$ cat src/rtl/rkl_pkg.sv
package rkl_pkg;

    localparam int AGENT_COUNT = 16;
    localparam int AGENT_W     = $clog2(AGENT_COUNT);
    localparam int CH_COUNT    = 3;
    localparam int DIV_STEPS   = 17;
    localparam int DIV_CNT_W   = $clog2(DIV_STEPS + 1);
    localparam int QUEUE_DEPTH = 2;

    localparam logic [1:0] CH_FOLLOWER = 2'd0;
    localparam logic [1:0] CH_LEADER   = 2'd1;
    localparam logic [1:0] CH_BASE     = 2'd2;

    localparam logic [1:0] KIND_PEER  = 2'd0;
    localparam logic [1:0] KIND_BASE  = 2'd1;
    localparam logic [1:0] KIND_QUERY = 2'd2;

    localparam logic [2:0] CFG_FOLLOWER_ID    = 3'd0;
    localparam logic [2:0] CFG_LEADER_ID      = 3'd1;
    localparam logic [2:0] CFG_NOISE_Q        = 3'd2;
    localparam logic [2:0] CFG_NOISE_R        = 3'd3;
    localparam logic [2:0] CFG_SPEED_GAIN     = 3'd4;
    localparam logic [2:0] CFG_DANGER_LEVEL   = 3'd5;
    localparam logic [2:0] CFG_TIMEOUT_TICKS  = 3'd6;
    localparam logic [2:0] CFG_COOLDOWN_TICKS = 3'd7;

    localparam signed [24:0] EST_MAX = 25'sh0FFFFFF;
    localparam signed [24:0] EST_MIN = -25'sh1000000;
    localparam logic [23:0]  COV_MAX = 24'hFFFFFF;

    typedef enum logic [2:0] {
        OP_NONE,
        OP_FILT,
        OP_RAW,
        OP_QFILT,
        OP_QRAW
    } op_t;

    typedef struct packed {
        logic [3:0]          follower_id;
        logic [3:0]          leader_id;
        logic [23:0]         noise_q;
        logic [23:0]         noise_r;
        logic signed [15:0]  speed_gain;
        logic [7:0]          danger_level;
        logic [31:0]         timeout_ticks;
        logic [15:0]         cooldown_ticks;
    } cfg_t;

    typedef struct packed {
        op_t                 op;
        logic [1:0]          ch;
        logic [3:0]          agent_id;
        logic [7:0]          sample;
        logic signed [15:0]  speed;
        logic [31:0]         now;
    } item_t;

    function automatic logic signed [24:0] sat25(input logic signed [45:0] x);
        logic signed [24:0] r;
        if (x > 46'(EST_MAX))
            r = EST_MAX;
        else if (x < 46'(EST_MIN))
            r = EST_MIN;
        else
            r = x[24:0];
        return r;
    endfunction

endpackage

$ cat src/rtl/rkl_req_if.sv
interface rkl_req_if;
    logic               valid;
    logic               ready;
    logic [1:0]         kind;
    logic [3:0]         agent_id;
    logic [7:0]         sample;
    logic signed [15:0] speed;
    logic [31:0]        now;

    modport source (output valid, kind, agent_id, sample, speed, now, input ready);
    modport sink (input valid, kind, agent_id, sample, speed, now, output ready);
endinterface

$ cat src/rtl/rkl_front.sv
module rkl_front (
    input  logic            clk,
    input  logic            rst_n,
    input  rkl_pkg::cfg_t   cfg,
    rkl_req_if.sink         req,
    output logic            q_valid,
    output rkl_pkg::item_t  q_item,
    input  logic            q_pop
);

    rkl_pkg::item_t slot_reg [rkl_pkg::QUEUE_DEPTH];
    logic           wr_ptr_reg, wr_ptr_next;
    logic           rd_ptr_reg, rd_ptr_next;
    logic [1:0]     count_reg, count_next;
    rkl_pkg::item_t cls;
    logic           push;
    logic           has_ch;
    logic [1:0]     ch;
    logic           in_range;

    always_comb
    begin
        has_ch   = 1'b1;
        ch       = rkl_pkg::CH_FOLLOWER;
        if (req.agent_id == cfg.follower_id)
            ch = rkl_pkg::CH_FOLLOWER;
        else if (req.agent_id == cfg.leader_id)
            ch = rkl_pkg::CH_LEADER;
        else
            has_ch = 1'b0;
        in_range = (int'(req.agent_id) < rkl_pkg::AGENT_COUNT);

        cls.ch       = ch;
        cls.agent_id = req.agent_id;
        cls.sample   = req.sample;
        cls.speed    = req.speed;
        cls.now      = req.now;
        cls.op       = rkl_pkg::OP_NONE;
        unique case (req.kind)
            rkl_pkg::KIND_PEER:
            begin
                if (has_ch)
                    cls.op = rkl_pkg::OP_FILT;
                else if (in_range)
                    cls.op = rkl_pkg::OP_RAW;
            end
            rkl_pkg::KIND_BASE:
            begin
                cls.op = rkl_pkg::OP_FILT;
                cls.ch = rkl_pkg::CH_BASE;
            end
            rkl_pkg::KIND_QUERY:
            begin
                if (has_ch)
                    cls.op = rkl_pkg::OP_QFILT;
                else if (in_range)
                    cls.op = rkl_pkg::OP_QRAW;
            end
            default:
                cls.op = rkl_pkg::OP_NONE;
        endcase
    end

    assign req.ready = (count_reg != 2'(rkl_pkg::QUEUE_DEPTH));
    assign push      = req.valid && req.ready;
    assign q_valid   = (count_reg != 2'd0);
    assign q_item    = slot_reg[rd_ptr_reg];

    always_comb
    begin
        wr_ptr_next = push ? ~wr_ptr_reg : wr_ptr_reg;
        rd_ptr_next = q_pop ? ~rd_ptr_reg : rd_ptr_reg;
        count_next  = count_reg + 2'(push) - 2'(q_pop);
    end

    always_ff @(posedge clk or negedge rst_n)
    begin
        if (!rst_n)
        begin
            wr_ptr_reg <= 1'b0;
            rd_ptr_reg <= 1'b0;
            count_reg  <= 2'd0;
        end
        else
        begin
            wr_ptr_reg <= wr_ptr_next;
            rd_ptr_reg <= rd_ptr_next;
            count_reg  <= count_next;
        end
    end

    always_ff @(posedge clk)
    begin
        if (push)
            slot_reg[wr_ptr_reg] <= cls;
    end

endmodule

$ cat src/flat_wrapper.sv
// flat-port wrapper written by rule: the top's interface ports become plain ports
module rkl_front_flat 
  (clk, rst_n, cfg, q_valid, q_item, q_pop, req_valid, req_kind, req_agent_id, req_sample, req_speed, req_now, req_ready);
  rkl_req_if req_i ();
  input  logic clk;
  input  logic rst_n;
  input  rkl_pkg::cfg_t cfg;
  output logic q_valid;
  output rkl_pkg::item_t q_item;
  input  logic q_pop;
  input wire logic [$bits(req_i.valid)-1:0] req_valid;
  input wire logic [$bits(req_i.kind)-1:0] req_kind;
  input wire logic [$bits(req_i.agent_id)-1:0] req_agent_id;
  input wire logic [$bits(req_i.sample)-1:0] req_sample;
  input wire logic [$bits(req_i.speed)-1:0] req_speed;
  input wire logic [$bits(req_i.now)-1:0] req_now;
  output wire logic [$bits(req_i.ready)-1:0] req_ready;
  assign req_i.valid = req_valid;
  assign req_i.kind = req_kind;
  assign req_i.agent_id = req_agent_id;
  assign req_i.sample = req_sample;
  assign req_i.speed = req_speed;
  assign req_i.now = req_now;
  assign req_ready = req_i.ready;
  rkl_front u_core (.clk(clk), .rst_n(rst_n), .cfg(cfg), .req(req_i), .q_valid(q_valid), .q_item(q_item), .q_pop(q_pop));
endmodule
$ cat config.mk
export PLATFORM = sky130hd
export DESIGN_NAME = rkl_front_flat
export DESIGN_NICKNAME = d
export VERILOG_FILES = /design/src/rtl/rkl_pkg.sv /design/src/rtl/rkl_req_if.sv /design/src/rtl/rkl_front.sv /design/src/flat_wrapper.sv
export SDC_FILE = /design/constraint.sdc
export NUM_CORES = 1
export LEC_CHECK = 0
export BUFFER_PORTS_ARGS = -buffer_cell sky130_fd_sc_hd__buf_2
export CORE_MARGIN = 2
export CORE_UTILIZATION = 40
export DETAILED_ROUTE_END_ITERATION = 8
export PLACE_DENSITY = 0.81
export SLEW_MARGIN = 20
export SYNTH_ARGS = -nofsm -noshare
export SYNTH_HDL_FRONTEND = slang
export SYNTH_SLANG_ARGS = --single-unit
$ cat constraint.sdc
create_clock -name clk -period 3.59 [get_ports clk]
set_input_delay 0.1795 -clock clk [delete_from_list [all_inputs] [get_ports clk]]
set_output_delay 0.1795 -clock clk [all_outputs]
set_load 0.02 [all_outputs]
==> metrics.md, run 1 <==
| Metric | Value |
|---|---|
| Slew Limit Fails | `0` |
| Net Sw Frac | `a little under a third` |
| Synth cell count leaders | `edfxtp_1 (130), mux2_2 (65), buf_2 (7), xnor2_1 (7), xor2_1 (5)` |
| Critical Path Fanout Max | `34` |
| Crit end category | `output pin` |
| Pre-CTS WS | `1.551 ns` |
| Synthesized flop and latch total | `between 100 and 150` |
| Leakage | `~2.7 nW` |
| Count leader, synth | `edfxtp_1` |
| Switch Pwr | `1.814 mW` |
| Fin nets | `about 650` |
| Setup ws final | `approximately 1.1 ns` |
| Synth cell types | `19` |
| DRT Pass-1 Iters | `4` |
| Vias in the first global route | `between 3000 and 4000` |
| All-Layer GR Usage | `between 10% and 20%` |
| Starting Density | `a little over 40%` |
| Pin count of the biggest net entering global routing | `35` |
| First-pass GRT wire length | `around 16000 um` |
| Top_reg_cell synth | `edfxtp_1` |
| Die area | `about 13000 sq um` |
| Max reg flops | `130` |
| Synthesized area | `between 5000 and 6000 sq um` |
| WL per Instance | `17.11 um` |
| Top layer reached by signal wires | `met4` |
| Met2 wire length | `roughly 5500 um` |
| Number of buffers on the longest clock path | `2` |
| Max Clock Freq | `around 0.40 GHz` |
| Final TNS setup | `0 ns` |
| Post-synth EDFFs | `130` |
| Global route total overflow | `0` |
| Wirelength, routed | `roughly 11000 um` |
| CTS Root Cell | `clkbuf_16` |
| Via density | `roughly 4.6` |
| # setup viols final | `0` |
| Top cell type by total area after synthesis | `edfxtp_1` |
| Warnings from Yosys | `0` |
| Row count | `40` |
| Worst-margin pin slew | `between 0.8 and 0.9 ns` |
| Internal Power | `~4 mW` |
| Outcome | `finished, final reports clean` |
| RD Place Congestion | `roughly 0.7` |
| Clock power frac | `approximately 29%` |
| # DRC | `0` |
| Initial antenna violation count | `0` |
| Core Area | `~12000 sq um` |
| Worst path required time | `3.41 ns` |
| Power share of the sequential group | `between 40% and 50%` |
| Worst slew margin | `approximately 43%` |
| Post-synthesis average cell area | `roughly 21 sq um` |
| Startpoint Class | `register` |
| CTS sink count | `approximately 130` |
| CTS tree | `yes` |
| Type of the worst min-delay path | `in -> async` |
| I/O pin cnt | `roughly 260` |
| Yosys top cell area share | `between 70% and 80%` |
| Port Buffer Count | `140` |
| Post-synthesis sequential area ratio | `~80%` |
| Area growth syn-to-layout | `42.63%` |
| Final Cycle Share | `between 60% and 70%` |
| Final hold vios | `0` |
| H-tree lvl count | `4` |
| CP Class | `reg -> out` |
| Mapped Cells | `238` |
| ANT cells | `0` |
| Met3 wire length | `896 um` |
| RSZ-0062 raised after global routing | `no` |
| Clk_lat worst skew | `~0.42 ns` |
| Clk_skew | `roughly 0.0085 ns` |
| Logic pwr share | `roughly 31%` |
| Die X | `~120 um` |
| DP HPWL | `6136 um` |
| Iter 0 DRT Violations | `about 160` |
| Final min period | `between 2 and 2.5 ns` |
| Routed Antenna Nets | `0` |
| Worst vdd ir | `about 0.43 mV` |
| Ys async rst share | `approximately 3.0%` |
| CTS clock-pin slew for the worst setup and hold paths | `around 0.060 ns` |
| Syn_nets | `about 430` |
| Pwr dens | `slightly above 800 nW/um^2` |
| Die Y | `116.0 um` |
| CTS Buf Count | `17` |
| DR vias | `a little under 3000` |
| Post-CTS setup buffers | `0` |
| Met1 wire length | `about 4200 um` |
| Synth area leaders | `edfxtp_1 (78%), mux2_2 (15%), dfrtp_1 (2.0%)` |
| Crit path arrival time | `roughly 2.3 ns` |
| Share of layout cells above drive strength 1 | `52.13%` |
| Max_cap viols | `0` |
metal layers:
layer	GRT usage, %	vias to the layer above
li1	-	1371
met1	17.67	1409
met2	28.46	150
met3	6.590	27
met4	9.603	0
met5	0	-
worst paths after layout:
path	from	slack (ns)	cells past startpoint	endpoint
setup / recovery	u_core.rd_ptr_reg	1.12	3	q_item[55]
hold / removal	rst_n	0.09	2	u_core.count_reg[0]
setup reg to reg	u_core.count_reg[1]	1.67	3	u_core.slot_reg[1][9]
hold reg to reg	u_core.wr_ptr_reg	0.55	1	u_core.wr_ptr_reg
max in group asynchronous	rst_n	3.36	2	u_core.rd_ptr_reg
min in group clk	req_kind[1]	0.12	2	u_core.slot_reg[1][61]
through the flow:
stage / hold slack (ns) / power, mW / area (sq um) / util [%] / std cells
finish: 0.09455 / 5.761 / 7151 / 59.04 / 638
global route: 0.1047 / 6.014 / 7151 / 59.04 / 638
CTS: 0.08409 / 5.776 / 7151 / 59.04 / 638
detailed placement: -0.009259 / 4.038 / 5949 / 49.12 / 544
global placement: -0.01392 / 3.993 / 5949 / 49.12 / 544
floorplan: -0.1161 / 3.467 / 5016 / - / 238
cell usage in the layout, fill, tap and decap left out:
master         count
nor2_1             1
clkbuf_8           3
or2_2              1
dfrtp_2            1
nor3_1             1
nor2b_1            3
buf_4              4
buf_2            140
bufinv_16          2
xnor2_1            7
clkinv_2           4
edfxtp_1         130
dlygate4sd3_1     62
clkbuf_16         17
and3_2             1
and2_1             1
xor2_1             5
dfrtp_1            3
clkinvlp_4         3
inv_1              3
clkbuf_1           3
nor4_2             1
nand4_1            1
mux2_4             1
nor2_4             1
mux2i_1            1
ha_1               2
buf_12             1
nand2_1            2
mux2_2            65
power groups by stage:
stage	clock network, mW	registers, mW	logic (mW)
after floorplan	0	2.25	1.22
after global placement	0	2.31	1.68
after detailed placement	0	2.33	1.71
after CTS	1.70	2.30	1.77
after global routing	1.78	2.34	1.89
final	1.68	2.31	1.77
kinds of logic after synthesis:
kind of cell  after synthesis  share of synthesized area, %
flops                     134                         79.86
fa+ha+maj                   2                        0.4990
simple gates               13                         1.523
buf+inv                    10                        0.9233
mux                        67                         15.10
xor+xnor                   12                         2.096
worst max-delay path: stages (launching register included):
cell and delay (ns):
dfrtp_2 0.86, buf_4 0.43, mux2_2 0.39, buf_2 0.17
layout make-up:
cell class / count / area, sq um
multi-input cells: 94 / 972.2
fillers: 889 / 4961
clock inverters: 9 / 102.6
flip-flops and latches: 134 / 4005
repair buffers: 207 / 1371
inverters: 3 / 11.26
well taps: 168 / 210.2
clock buffers: 23 / 478.0
repair_timing:
item,4_1_cts,5_1_grt
hold buffers,62,0
resized for setup,0,0
endpoints found under the hold margin,125,0
(Power assumes the default switching activity.)
==> inputs of run 2 (changes only) <==
Settings changed: ABC_AREA set to 1, PLACE_DENSITY 0.81 to 0.77.
Clock period 3.59 ns to 2.5 ns, I/O delays scaled along.
==> metrics.md, run 2 <==
| Metric | Value |
|---|---|
| Outcome | `finished, final reports clean` |
| Port Buffer Count | `140` |
| Die X | `~120 um` |
| Max Clock Freq | `0.4698 GHz` |
| Post-synthesis average cell area | `~19 sq um` |
| Leading cell type in the layout, fill and taps excluded | `buf_2` |
| RSZ-0062 raised after global routing | `no` |
| WL per Instance | `roughly 15 um` |
| FF-to-FF setup slack | `1.00 ns` |
| Pin count of the biggest net entering global routing | `67` |
| CP Depth | `3` |
| Share of layout cells above drive strength 1 | `about 47%` |
| All-Layer GR Usage | `between 10% and 20%` |
| First-pass GRT wire length | `16680 um` |
| Number of buffers on the longest clock path | `2` |
| Top cell type by total area after synthesis | `edfxtp_1` |
| Post-CTS Hold Buffers | `62` |
| Row count | `slightly above 40` |
| CTS sink count | `134` |
| Global route total overflow | `0` |
| RD Place Congestion | `roughly 0.7` |
| Syn_nets | `475` |
| Routed Antenna Nets | `0` |
| CP delay by family, top | `flip-flops` |
| Count leader, synth | `edfxtp_1` |
| Max_cap viols | `0` |
| Wirelength, routed | `10450 um` |
| Synthesized flop and latch total | `134` |
| Worst R2R Path Depth | `4` |
| Synth cell types | `14` |
| Synth cell count leaders | `edfxtp_1 (130), mux2_4 (40), nand2_1 (35)` |
| Iter 0 DRT Violations | `between 200 and 250` |
| DR vias | `a little over 3000` |
| Crit path arrival time | `about 2.0 ns` |
| Warnings from Yosys | `0` |
| Core Area | `roughly 13000 sq um` |
| Resize count post-CTS | `0` |
| Pre-CTS WS | `between 0.7 and 0.8 ns` |
| Die Y | `about 120 um` |
| CTS clock-pin slew for the worst setup and hold paths | `about 0.060 ns` |
| CTS tree | `yes` |
| Post-CTS setup buffers | `0` |
| Yosys top cell area share | `74.14%` |
| Reg2reg start | `u_core.count_reg[1]` |
| Initial antenna violation count | `1` |
| Synthesized area | `about 5300 sq um` |
| Final min period | `2.129 ns` |
| Mapped Cells | `279` |
| Type of the worst min-delay path | `in -> reg` |
| CTS Buf Count | `17` |
| Area growth syn-to-layout | `39.59%` |
| Worst path required time | `2.38 ns` |
| Top_reg_cell synth | `edfxtp_1` |
| Clk_lat worst skew | `around 0.40 ns` |
| Worst path cell trace | `buf_4 > mux2_2 > buf_2` |
| Final hold vios | `0` |
| Max incr delay on CP | `roughly 0.70 ns` |
| Post-synth EDFFs | `130` |
| DP Area | `between 6000 and 7000 sq um` |
| # DRC | `0` |
| Final Cycle Share | `between 80% and 90%` |
| Synth area leaders | `edfxtp_1 (74%), mux2_4 (11%), mux2_2 (5.3%)` |
| Ys async rst share | `under 10%` |
| Number of buffers and inverters on the critical path | `2` |
| Setup ws final | `roughly 0.37 ns` |
| Slowest CP cell | `dfrtp_4` |
| Fin util | `57.77%` |
| Max reg flops | `130` |
| Post-synthesis sequential area ratio | `about 76%` |
| Startpoint Class | `register` |
| Fin nets | `693` |
| CTS Root Cell | `clkbuf_16` |
| I/O pin cnt | `261` |
| H-tree lvl count | `4` |
| DP HPWL | `6031 um` |
| Crit path to | `q_item[1]` |
| Worst slew margin | `a little under three quarters` |
| Starting Density | `between 40 and 50%` |
| # setup viols final | `0` |
| Crit end category | `output pin` |
| Critical Path Fanout Max | `26` |
| Leakage | `between 3 and 4 nW` |
| Pwr dens | `1124 nW/um^2` |
| Final Cell Area | `between 7000 and 8000 sq um` |
| Die area | `~14000 sq um` |
| Vias in the first global route | `~3400` |
| Worst-margin pin slew | `0.4320 ns` |
| Via density | `4.466` |
| Most frequent cells in the layout | `buf_2 (140), edfxtp_1 (130), dlygate4sd3_1 (62)` |
| Worst setup startpoint | `u_core.rd_ptr_reg` |
| DRT Pass-1 Iters | `4` |
| Slew Limit Fails | `0` |
| CP Class | `reg -> out` |
| Worst vdd ir | `0.5842 mV` |
| Clk_skew | `about 0.0064 ns` |
| FF-to-FF End | `u_core.slot_reg[0][28]` |
-- run 2: cell count changes in the layout (fill, tap and decap cells not counted), sizes merged, moves of 3 or more --
| cell | delta |
|---|---|
| clkinv | +5 |
| inv | +16 |
| nand2 | +33 |
| nor2 | +9 |
| nor2b | -3 |
| xnor2 | -5 |
| xor2 | -4 |
-- run 2: layout make-up --
type / count / area [sq um]
diodes: 1 / 2.502
fillers: 959 / 5373
clock buffers: 21 / 440.4
inverters: 19 / 71.32
well taps: 172 / 215.2
flip-flops and latches: 134 / 4008
repair buffers: 206 / 1389
multi-input cells: 119 / 1139
clock inverters: 11 / 85.08
-- run 2: report_power, final --
| group | leakage, nW | switching [mW] | internal, mW | total, mW |
|---|---|---|---|---|
| registers | 1.25 | 0.224 | 3.08 | 3.30 |
| logic | 1.53 | 1.54 | 1.24 | 2.78 |
| clock network | 0.262 | 0.836 | 1.35 | 2.19 |
-- run 2: worst min-delay path by stage --
stage	start	endpoint	slack [ns]	cells after the start
2_1_floorplan	rst_n	u_core.count_reg[0]	-0.17	0
3_3_place_gp	rst_n	u_core.count_reg[0]	-0.07	1
3_5_place_dp	rst_n	u_core.count_reg[0]	-0.06	1
4_1_cts	rst_n	u_core.rd_ptr_reg	0.04	2
5_1_grt	req_kind[1]	u_core.slot_reg[1][61]	0.03	2
6_report	req_kind[1]	u_core.slot_reg[1][61]	0.06	2
-- run 2: cell families (layout without fill, tap and decap cells) --
group,after synthesis,count (layout),synth area share (%)
adders and majority gates,2,2,0.4752
other,0,1,0
and+or+nand+nor,49,49,3.612
buffers and inverters,26,257,2.614
muxes,65,65,16.75
DFF,134,134,76.05
xor gates and xnor gates,3,3,0.4991
-- run 2: routing by layer --
layer	part of all wire, %	routed length, um	track usage, %
met4	0.85	89	4.241
met3	7.7	807	6.998
met1	42	4368	16.99
met2	50	5187	27.01
met5	0	0	0
-- run 2: stage by stage --
step / std cells / total power [mW] / hold slack, ns / TNS (ns)
2_1_floorplan: 279 / 5.267 / -0.1706 / -45.19
3_3_place_gp: 588 / 5.999 / -0.06733 / 0
3_5_place_dp: 588 / 6.061 / -0.06328 / 0
4_1_cts: 682 / 8.338 / 0.03744 / 0
5_1_grt: 683 / 8.634 / 0.03487 / 0
6_report: 683 / 8.263 / 0.05856 / 0
